### config.mk
export PLATFORM = sky130hd
export DESIGN_NAME = gpp_cell
export DESIGN_NICKNAME = d
export VERILOG_FILES = /design/src/hw/rtl/gpp_pkg.sv /design/src/hw/rtl/gpp_cell.sv
export SDC_FILE = /design/constraint.sdc
export NUM_CORES = 2
export LEC_CHECK = 0
export BUFFER_PORTS_ARGS = -buffer_cell sky130_fd_sc_hd__buf_2
export CORE_MARGIN = 2
export CORE_UTILIZATION = 50
export DETAILED_ROUTE_END_ITERATION = 6
export PLACE_DENSITY = 0.7
export SLEW_MARGIN = 25
export SYNTH_ARGS = -nofsm -noshare
export SYNTH_HDL_FRONTEND = slang
export SYNTH_SLANG_ARGS = --single-unit
### constraint.sdc
create_clock -name clk -period 7.8 [get_ports clk]
set_input_delay 1.56 -clock clk [delete_from_list [all_inputs] [get_ports clk]]
set_output_delay 1.56 -clock clk [all_outputs]
set_load 0.02 [all_outputs]
### src/hw/rtl/gpp_pkg.sv
package gpp_pkg;

    localparam int DATA_WIDTH = 16;
    localparam int FRAC_BITS  = 12;
    localparam int COEF_FRAC  = 30;

    // Horner accumulator, Q.30 signed; the polynomial term stays below 2 in magnitude
    localparam int ACC_W   = COEF_FRAC + 4;
    localparam int SQ_W    = 2 * DATA_WIDTH - 1;
    localparam int PROD_W  = ACC_W + SQ_W + 1;
    // s = x*x in Q.24, so acc*s/2^(2*FRAC_BITS) stays in Q.30 like acc
    localparam int PROD_SHIFT = 2 * FRAC_BITS;
    localparam int SUM_W   = ACC_W + 2;
    localparam int OUT_SHIFT = COEF_FRAC - FRAC_BITS;
    localparam int HALF_SHIFT = COEF_FRAC - 1 - FRAC_BITS;
    localparam int RND_W   = SUM_W - OUT_SHIFT;
    localparam int N_CELLS = 6;

    localparam logic signed [DATA_WIDTH-1:0] THR =
        DATA_WIDTH'(7 * (1 << (FRAC_BITS - 1)));

    localparam logic signed [ACC_W-1:0] COEF_A0 = ACC_W'(242425);
    localparam logic signed [ACC_W-1:0] COEF_A7 = -ACC_W'(780);

    localparam logic [1:0] REGION_ZERO = 2'd0;
    localparam logic [1:0] REGION_POLY = 2'd1;
    localparam logic [1:0] REGION_IDENT = 2'd2;

    typedef struct packed {
        logic signed [DATA_WIDTH-1:0] x;
        logic [SQ_W-1:0]              sq;
        logic signed [ACC_W-1:0]      acc;
    } gpp_stage_t;

    // Coefficient added by each cell: A6 down to A2, then none for the last multiply
    function automatic logic signed [ACC_W-1:0] cell_coef(input int idx);
        logic signed [ACC_W-1:0] c;
        begin
            unique case (idx)
                0:       c = ACC_W'(37540);
                1:       c = -ACC_W'(770765);
                2:       c = ACC_W'(9006994);
                3:       c = -ACC_W'(68401939);
                4:       c = ACC_W'(426147686);
                default: c = '0;
            endcase
            return c;
        end
    endfunction

endpackage

### src/hw/rtl/gpp_cell.sv
module gpp_cell (
    input  logic                             clk,
    input  logic                             rst_n,
    input  logic signed [gpp_pkg::ACC_W-1:0] coef,
    input  logic                             valid_in,
    input  gpp_pkg::gpp_stage_t              data_in,
    output logic                             ready_in,
    output logic                             valid_out,
    output gpp_pkg::gpp_stage_t              data_out,
    input  logic                             ready_out
);
    import gpp_pkg::*;

    logic                       valid_reg;
    gpp_stage_t                 data_reg;
    gpp_stage_t                 data_next;
    logic signed [PROD_W-1:0]   prod;
    logic signed [PROD_W-1:0]   prod_rnd;

    assign ready_in = ~valid_reg | ready_out;

    // One Horner step: acc = round(acc * s) + coef, ties toward plus infinity
    always_comb
    begin
        prod     = PROD_W'(data_in.acc) * $signed({1'b0, data_in.sq});
        prod_rnd = (prod + (PROD_W'(1) <<< (PROD_SHIFT - 1))) >>> PROD_SHIFT;
        data_next.x   = data_in.x;
        data_next.sq  = data_in.sq;
        data_next.acc = prod_rnd[ACC_W-1:0] + coef;
    end

    always_ff @(posedge clk or negedge rst_n)
    begin
        if (!rst_n)
        begin
            valid_reg <= 1'b0;
        end
        else if (ready_in)
        begin
            valid_reg <= valid_in;
        end
    end

    always_ff @(posedge clk)
    begin
        if (ready_in && valid_in)
        begin
            data_reg <= data_next;
        end
    end

    assign valid_out = valid_reg;
    assign data_out  = data_reg;
endmodule

==> metrics.csv <==
metric,value,unit
outcome,"finished, violations left",
violations,"DRC, setup timing",
tightest_slew,0.864,ns
start_util,50.5,%
gp_congestion,0.918,
yosysSeqAreaShare,6.42,%
hpwlAfterDp,87800,µm
io_buffers,201,
crit_buf_inv,9,
synth-edff-count,81,
hold_depth,2,
cts_tree,yes,
track_usage,27.5,%
period_share,129,%
synth_cell_types,63,
root_buffer,clkbuf_16,
numCtsBuffers,9,
reg2reg_depth,3,
fmax,99.3,MHz
relSlewSlack,42.4,%
crit_slowest_cell,fa_1,
hold_path_end,valid_out,
viasPerCell,5.20,
num_rows,101,
reg2reg_setup_slack,5.56,ns
worstSetupPathType,in -> reg,
setup_ws,-2.27,ns
r2r-start,valid_out,
drive_gt1_share,20.5,%
area_growth,18.5,%
ys_seq_elements,82,
clock_latency,0.42,ns
totalWireLength,103000,µm
dr.pass1.iters,7,
grt_max_degree,46,
min_from,valid_out,
pin_count,202,
grt_pass1_vias,31123,
slowest_delay,0.54,ns
layout.nets,5786,
r2r_end,data_out[35],
worstHoldPathType,reg -> reg,
cp_top_family,adder cells,
die_h,281,µm
dpl_cell_area,43700,µm²
drt_iter0_drc,1548,
drcViolationCount,4,
stdcell_area,45300,µm²
rsz0062_at_grt,yes,
final.min_clock_period,10.07,ns
avgSynthCellArea,9.76,µm²
async_reset_ff_share,1.22,%
final_antenna_net_count,0,
cts_sinks,82,
grt-ovfl-total,0,
core,75800,µm²
wl_per_cell,19.1,µm
critPathLaunchType,input port,
dieWidth,281,µm
critPathMostFrequentCell,fa_1,
htree_levels,3,
worstPathMaxFanout,6,
clock_path_buffers,2,
die-area,78800,µm²
syn_nets,5290,
hold_viol,0,
drv_slew,0,
cap_viol_max_count,0,
antenna_found_initial,6,
end_kind,flip-flop,
arrival,10.23,ns
synth_cells,3921,
dr_total_vias,28081,
synth_warnings,0,
crit_required,7.95,ns
netlist_area,38300,µm²
clkSlewWorstSetupHoldPaths,0.09,ns
grt_pass1_wl,165000,µm
cp.depth,40,
skew,0.0290,ns
setup-violations-final,33,
synth_ff_type,edfxtp_1,
per-stage QoR:
| stage | util (%) | std cells | hold slack [ns] | setup TNS [ns] | setup WS, ns |
|---|---|---|---|---|---|
| 6_report | 59.8 | 5401 | 0.539 | -53.90 | -2.27 |
| 5_1_grt | 59.8 | 5400 | 0.580 | -64.16 | -2.63 |
| 4_1_cts | 59.2 | 5386 | 0.540 | -52.10 | -2.31 |
| 3_5_place_dp | 57.6 | 5355 | 0.517 | -78.73 | -3.04 |
| 3_3_place_gp | 57.6 | 5355 | 0.504 | -76.19 | -2.93 |
| 2_1_floorplan | - | 3921 | 0.783 | -39.04 | -1.94 |
tightest hold or removal path, delay by kind of cell, from the launching register on:
family	cells	cell delay [ns]
DFF	1	0.35
and+or+nand+nor	2	0.17
area by class of cell:
cell class	instances	area (µm²)
repair buffers	683	5340
clock buffers	9	225
fillers	6343	30500
multi-input cells	2692	32400
flip-flops and latches	82	2460
clock inverters	7	81.3
well taps	978	1220
diodes	1	2.50
inverters	949	3560
layout by cell type, fill, tap and decap left out, types with 24 or more instances in the layout:
cell type / count
a21o_1: 34
a21oi_2: 24
and2_1: 613
buf_12: 25
buf_2: 164
buf_4: 427
buf_6: 59
edfxtp_1: 81
fa_1: 981
fa_2: 36
ha_1: 215
inv_1: 934
nand2_1: 431
xnor2_1: 58
xor2_1: 24
sequential cells by signal, summed over array words and instances (netlist names):
name and cells:
data_out 81, valid_out 1
metal layers:
metal  track usage (%)  share of wire, %
met2              49.8                53
met4              13.6               5.6
met5                 0             0.021
met3              2.89               4.8
met1              32.5                36
logic make-up (layout without fill, tap and decap cells):
kind of cell    after synthesis  after routing  synth area share (%)
fa+ha+maj                  1250           1250                  60.8
simple gates               1171           1171                  16.1
buf+inv                    1147           1648                  11.3
compound gates              184            184                  3.42
xor+xnor                     86             86                  1.97
flops                        82             82                  6.42
mux                           1              1                0.0262
other cells                   0              1                     0
cell usage after synthesis (all sizes together) (10+ instances only):
master     n  area, µm²
xor2      26        228
ha       233       2920
clkbuf   198        743
o21ai     34        174
a211oi    12        100
nand4     10       62.6
edfxtp    81       2430
xnor2     60        526
inv      949       3560
nand2    436       1640
nor2      36        135
fa      1017      20400
a21o      35        270
a21oi     49        275
and2     634       3970
repair_timing:
item                                    4_1_cts  5_1_grt
gates resized for setup                     191       80
gates cloned                                  1        1
buffers inserted                             16       13
hold buffers                                  0        0
hold endpoints to repair                      0        0
pin swaps                                   121       73
endpoints found under the setup margin       34       34
how the worst max path moves through the flow:
| stage | startpoint | end | slack [ns] |
|---|---|---|---|
| floorplan | data_in[9] | data_out[33] | -1.94 |
| global placement | data_in[7] | data_out[32] | -2.93 |
| detailed placement | data_in[12] | data_out[33] | -3.04 |
| CTS | data_in[41] | data_out[33] | -2.31 |
| global route | data_in[17] | data_out[33] | -2.63 |
| finish | data_in[13] | data_out[33] | -2.27 |
Power is left out: the tool's default activity adds up to more than one toggle a clock period on the data nets, which glitch-free logic cannot reach.
