--- config.mk ---
export PLATFORM = sky130hd
export DESIGN_NAME = gpp_out_flat
export DESIGN_NICKNAME = d
export VERILOG_FILES = /design/src/hw/rtl/gpp_pkg.sv /design/src/hw/rtl/gpp_out_if.sv /design/src/hw/rtl/gpp_out.sv /design/src/flat_wrapper.sv
export SDC_FILE = /design/constraint.sdc
export NUM_CORES = 1
export LEC_CHECK = 0
export BUFFER_PORTS_ARGS = -buffer_cell sky130_fd_sc_hd__buf_2
export CAP_MARGIN = 20
export CELL_PAD_IN_SITES_DETAIL_PLACEMENT = 1
export CELL_PAD_IN_SITES_GLOBAL_PLACEMENT = 2
export CORE_MARGIN = 3
export CORE_UTILIZATION = 30
export DETAILED_ROUTE_END_ITERATION = 8
export GPL_ROUTABILITY_DRIVEN = 0
export GPL_TIMING_DRIVEN = 0
export PLACE_DENSITY = 0.85
export SLEW_MARGIN = 20
export SYNTH_ARGS = -nofsm -noshare
export SYNTH_HDL_FRONTEND = slang
export SYNTH_SLANG_ARGS = --single-unit
--- constraint.sdc ---
create_clock -name clk -period 3.55 [get_ports clk]
set_clock_uncertainty 0.1 [all_clocks]
set_input_delay 0.355 -clock clk [delete_from_list [all_inputs] [get_ports clk]]
set_output_delay 0.355 -clock clk [all_outputs]
set_load 0.05 [all_outputs]
--- src/hw/rtl/gpp_pkg.sv ---
package gpp_pkg;

    localparam int DATA_WIDTH = 16;
    localparam int FRAC_BITS  = 12;
    localparam int COEF_FRAC  = 30;

    // Horner accumulator, Q.30 signed; the polynomial term stays below 2 in magnitude
    localparam int ACC_W   = COEF_FRAC + 4;
    localparam int SQ_W    = 2 * DATA_WIDTH - 1;
    localparam int PROD_W  = ACC_W + SQ_W + 1;
    // s = x*x in Q.24, so acc*s/2^(2*FRAC_BITS) stays in Q.30 like acc
    localparam int PROD_SHIFT = 2 * FRAC_BITS;
    localparam int SUM_W   = ACC_W + 2;
    localparam int OUT_SHIFT = COEF_FRAC - FRAC_BITS;
    localparam int HALF_SHIFT = COEF_FRAC - 1 - FRAC_BITS;
    localparam int RND_W   = SUM_W - OUT_SHIFT;
    localparam int N_CELLS = 6;

    localparam logic signed [DATA_WIDTH-1:0] THR =
        DATA_WIDTH'(7 * (1 << (FRAC_BITS - 1)));

    localparam logic signed [ACC_W-1:0] COEF_A0 = ACC_W'(242425);
    localparam logic signed [ACC_W-1:0] COEF_A7 = -ACC_W'(780);

    localparam logic [1:0] REGION_ZERO = 2'd0;
    localparam logic [1:0] REGION_POLY = 2'd1;
    localparam logic [1:0] REGION_IDENT = 2'd2;

    typedef struct packed {
        logic signed [DATA_WIDTH-1:0] x;
        logic [SQ_W-1:0]              sq;
        logic signed [ACC_W-1:0]      acc;
    } gpp_stage_t;

    // Coefficient added by each cell: A6 down to A2, then none for the last multiply
    function automatic logic signed [ACC_W-1:0] cell_coef(input int idx);
        logic signed [ACC_W-1:0] c;
        begin
            unique case (idx)
                0:       c = ACC_W'(37540);
                1:       c = -ACC_W'(770765);
                2:       c = ACC_W'(9006994);
                3:       c = -ACC_W'(68401939);
                4:       c = ACC_W'(426147686);
                default: c = '0;
            endcase
            return c;
        end
    endfunction

endpackage

--- src/hw/rtl/gpp_out_if.sv ---
interface gpp_out_if;
    import gpp_pkg::*;

    logic                         valid;
    logic                         ready;
    logic signed [DATA_WIDTH-1:0] y_out;
    logic [1:0]                   region;

    modport source (output valid, output y_out, output region, input ready);
    modport sink (input valid, input y_out, input region, output ready);
endinterface

--- src/hw/rtl/gpp_out.sv ---
module gpp_out (
    input  logic                clk,
    input  logic                rst_n,
    input  logic                valid_in,
    input  gpp_pkg::gpp_stage_t data_in,
    output logic                ready_in,
    gpp_out_if.source           result
);
    import gpp_pkg::*;

    localparam logic signed [RND_W-1:0] SAT_HI = RND_W'((1 << (DATA_WIDTH - 1)) - 1);
    localparam logic signed [RND_W-1:0] SAT_LO = -SAT_HI - RND_W'(1);

    logic                         valid_reg;
    logic signed [DATA_WIDTH-1:0] y_reg;
    logic [1:0]                   region_reg;
    logic signed [DATA_WIDTH-1:0] y_next;
    logic [1:0]                   region_next;
    logic signed [SUM_W-1:0]      sum;
    logic signed [SUM_W-1:0]      sum_rnd;
    logic signed [RND_W-1:0]      rnd;
    logic signed [DATA_WIDTH-1:0] poly;

    assign ready_in = ~valid_reg | result.ready;

    always_comb
    begin
        sum = SUM_W'(data_in.acc) + SUM_W'(COEF_A0)
            + (SUM_W'(data_in.x) <<< HALF_SHIFT);
        sum_rnd = (sum + (SUM_W'(1) <<< (OUT_SHIFT - 1))) >>> OUT_SHIFT;
        rnd = sum_rnd[RND_W-1:0];
        if (rnd > SAT_HI)
            poly = SAT_HI[DATA_WIDTH-1:0];
        else if (rnd < SAT_LO)
            poly = SAT_LO[DATA_WIDTH-1:0];
        else
            poly = rnd[DATA_WIDTH-1:0];

        if (data_in.x < -THR)
        begin
            y_next      = '0;
            region_next = REGION_ZERO;
        end
        else if (data_in.x > THR)
        begin
            y_next      = data_in.x;
            region_next = REGION_IDENT;
        end
        else
        begin
            y_next      = poly;
            region_next = REGION_POLY;
        end
    end

    always_ff @(posedge clk or negedge rst_n)
    begin
        if (!rst_n)
        begin
            valid_reg <= 1'b0;
        end
        else if (ready_in)
        begin
            valid_reg <= valid_in;
        end
    end

    always_ff @(posedge clk)
    begin
        if (ready_in && valid_in)
        begin
            y_reg      <= y_next;
            region_reg <= region_next;
        end
    end

    assign result.valid  = valid_reg;
    assign result.y_out  = y_reg;
    assign result.region = region_reg;
endmodule

--- src/flat_wrapper.sv ---
// flat-port wrapper written by rule: the top's interface ports become plain ports
module gpp_out_flat import gpp_pkg::*;
  (clk, rst_n, valid_in, data_in, ready_in, result_valid, result_y_out, result_region, result_ready);
  gpp_out_if result_i ();
  input  logic clk;
  input  logic rst_n;
  input  logic valid_in;
  input  gpp_pkg::gpp_stage_t data_in;
  output logic ready_in;
  output wire logic [$bits(result_i.valid)-1:0] result_valid;
  output wire logic [$bits(result_i.y_out)-1:0] result_y_out;
  output wire logic [$bits(result_i.region)-1:0] result_region;
  input wire logic [$bits(result_i.ready)-1:0] result_ready;
  assign result_valid = result_i.valid;
  assign result_y_out = result_i.y_out;
  assign result_region = result_i.region;
  assign result_i.ready = result_ready;
  gpp_out u_core (.clk(clk), .rst_n(rst_n), .valid_in(valid_in), .data_in(data_in), .ready_in(ready_in), .result(result_i));
endmodule
==> impl_metrics.json <==
{
  "max_slew_margin_pct": 43.8,
  "syn-num-nets": 455,
  "cpMostUsedCell": "ha_1",
  "cp.arrival_ps": 3270,
  "ys_types": 62,
  "synth.area.mux_share_pct": 0,
  "num_vias": 2751,
  "fin_util_pct": 38.3,
  "drtIter0Drc": 49,
  "synthTopCellsByCount": "ha_1 (48), a21oi_1 (39), nand2_1 (31)",
  "start_util_pct": 31.8,
  "cts-root-buf": "clkbuf_8",
  "rsz0062_at_grt": "false",
  "num_io_pins": 105,
  "cts_tree": "done",
  "synth-seq-cells": 19,
  "drv_slew": 0,
  "wl_um": 8080,
  "synth_xor_area_share_pct": 5.49,
  "syn_avg_cell_area_um2": 8.35,
  "post_cts_buffers": 0,
  "worst_setup_path_end_kind": "register",
  "synth-compound-area-share_pct": 27.8,
  "power_density_mw_per_mm2": 328,
  "drv_cap": 0,
  "grt-ovfl-total": 0,
  "numCtsBuffers": 3,
  "dieArea_mm2": 0.0101,
  "synth_top_family_by_area": "compound AO/OA/AOI/OAI gates",
  "path_cells": "buf_2 > inv_1 > ha_1 > ha_1 > nand4_1 > nor3_1 > nand3_1 > a311o_1 > nand2_1 > xor2_1 > a211oi_2 > nor2_1 > clkbuf_4 > a21oi_1",
  "drtAntennaViolNets": 0,
  "max_freq_mhz": 296,
  "largest_reg_flops": 16,
  "synth.area.top_cells": "ha_1 (22%), edfxtp_1 (20%), a21oi_1 (7.3%)",
  "yosysTopAreaCell": "ha_1",
  "core_mm2": 0.00846,
  "syn_to_final_growth_pct": 20.7,
  "grt_pass1_wl_um": 12900,
  "cp_slowest_stage_delay_ps": 410,
  "ys_warn_count": 0,
  "synth_edf_count": 18,
  "tightest_slew_ps": 821,
  "clockBufferDepth": 2,
  "async_flop_share_pct": 5.26,
  "whs_ps": 201,
  "dp_hpwl_um": 7160,
  "p_leak_uw": 0.00156,
  "min_path_type": "input port to register",
  "grt_pass1_vias": 2801,
  "track_usage_pct": 15.5,
  "grt_start_max_net_pins": 19,
  "path_class": "input port to register",
  "cts_sinks": 19,
  "cts_max_level": 1,
  "synth.top_cell.area_share_pct": 22.3,
  "tns_ps": 0,
  "std_cell_rows": 33,
  "peakVddDrop_mv": 0.131,
  "ys.flop_type": "edfxtp_1",
  "synthAdderAreaFrac_pct": 22.3,
  "drive_above_1_share_pct": 25.5,
  "nets": 534,
  "drc": 0,
  "startpoint_type": "input port",
  "portBuffers": 73,
  "dr.pass1.iters": 4,
  "fp.dieH_um": 101,
  "hold_violations": 0,
  "clk_pin_slew_ps": 70,
  "clk_latency_ps": 250,
  "min_period_ps": 3380,
  "vias_per_cell": 5.45,
  "status": "complete, no violations",
  "synthSimpleGateAreaFrac_pct": 18.3,
  "n_antenna_cell": 0,
  "antenna_found_initial": 0,
  "setup_violations": 0,
  "critPathMaxFanout": 10,
  "synth-seq-area-share_pct": 21.0,
  "finalCritPeriodShare_pct": 95.2,
  "syn_area_mm2": 0.00269,
  "die_x_um": 101,
  "slowest_stage": "ha_1",
  "required_ps": 3440,
  "routedWlPerCell_um": 16.0,
  "syn_inst": 322,
  "synth_most_common_cell": "ha_1"
}
==> layout by cell type, fill, tap and decap left out, types with 2 or more instances in the layout <==
cell      synthesis  final
ha_1             48     48
nand4_1           3      3
o211ai_2          2      2
nor3_1            4      4
a31oi_1           4      4
o22ai_1           2      2
clkbuf_2          2      2
and3_1            5      5
and4_1            4      4
o21ai_0          23     23
xnor2_1           9      9
nand3_1          11     11
a221o_1           4      4
and2_1            2      2
nand2_1          31     31
or2_2             2      2
o21a_1            3      3
a41oi_1           2      2
a21oi_2           3      3
inv_1            24     24
xor2_1            6      6
buf_2             4     76
a21o_1            6      6
nor4_1            3      3
nand2b_1          3      3
edfxtp_1         18     18
nor2_1           16     16
o31ai_1           5      5
clkbuf_8          0      3
clkbuf_1          2      2
a21oi_1          39     39
==> worst paths after layout <==
check                                                             end  depth (start not counted)                            start  slack, ps
worst max register to register  u_core.result.y_out[13]$_SDFFCE_PP0P_                          2  u_core.result.valid$_DFFE_PN0N_       1970
worst min register to register        u_core.result.valid$_DFFE_PN0N_                          2  u_core.result.valid$_DFFE_PN0N_        430
min in group asynchronous             u_core.result.valid$_DFFE_PN0N_                          2                            rst_n        300
worst min-delay path                  u_core.result.valid$_DFFE_PN0N_                          2                         valid_in        200
worst max-delay path             u_core.result.y_out[9]$_SDFFCE_PP0P_                         14                      data_in[80]        170
max in group asynchronous             u_core.result.valid$_DFFE_PN0N_                          2                            rst_n       2960
==> critical path: cells and delay by family <==
kind            cells  cell delay [ps]
simple gates        5              850
fa+ha+maj           2              740
compound gates      3              600
buf+inv             3              490
xor+xnor            1              250
==> per-layer routing <==
| layer | GRT usage, % | up-vias | share of wire, % |
|---|---|---|---|
| met2 | 29.0 | 76 | 49 |
| met3 | 1.59 | 21 | 4.2 |
| met1 | 18.2 | 1289 | 43 |
| met4 | 5.60 | 0 | 3.0 |
| li1 | - | 1365 | - |
| met5 | 0 | - | 0 |
==> cells by family after synthesis <==
kind of cell,count (synthesis)
xor+xnor,16
fa+ha+maj,48
simple gates,95
compound gates,111
buf+inv,33
flops,19
==> stage by stage <==
stage	setup WS (ps)	total power [µW]	cells	area, µm²
final	169	1060	505	3240
after global routing	16.2	1150	505	3240
after CTS	185	1070	505	3240
after detailed placement	-93.0	924	500	3190
after global placement	-18.4	909	500	3190
after floorplan	568	747	322	2690
==> report_power, final <==
part / internal [µW] / switching [µW]
clock: 77.9 / 67.8
combinational: 227 / 403
sequential: 282 / 5.43
total: 587 / 476
==> layout make-up <==
class                      count  area (µm²)
timing repair buffer          74         375
buffer                         9        47.5
clock inverter                 1        5.00
multi-input combinational    270        1990
inverter                      24        90.1
clock buffer                   3        41.3
fill                        1049        5220
tap                          105         131
sequential                    19         566
==> repair_timing <==
item,4_1_cts,5_1_grt
hold buffers,1,0
endpoints found under the hold margin,1,0
setup endpoints to repair,0,2
resized for setup,0,1
No activity file was read; power rests on OpenSTA's default activity.
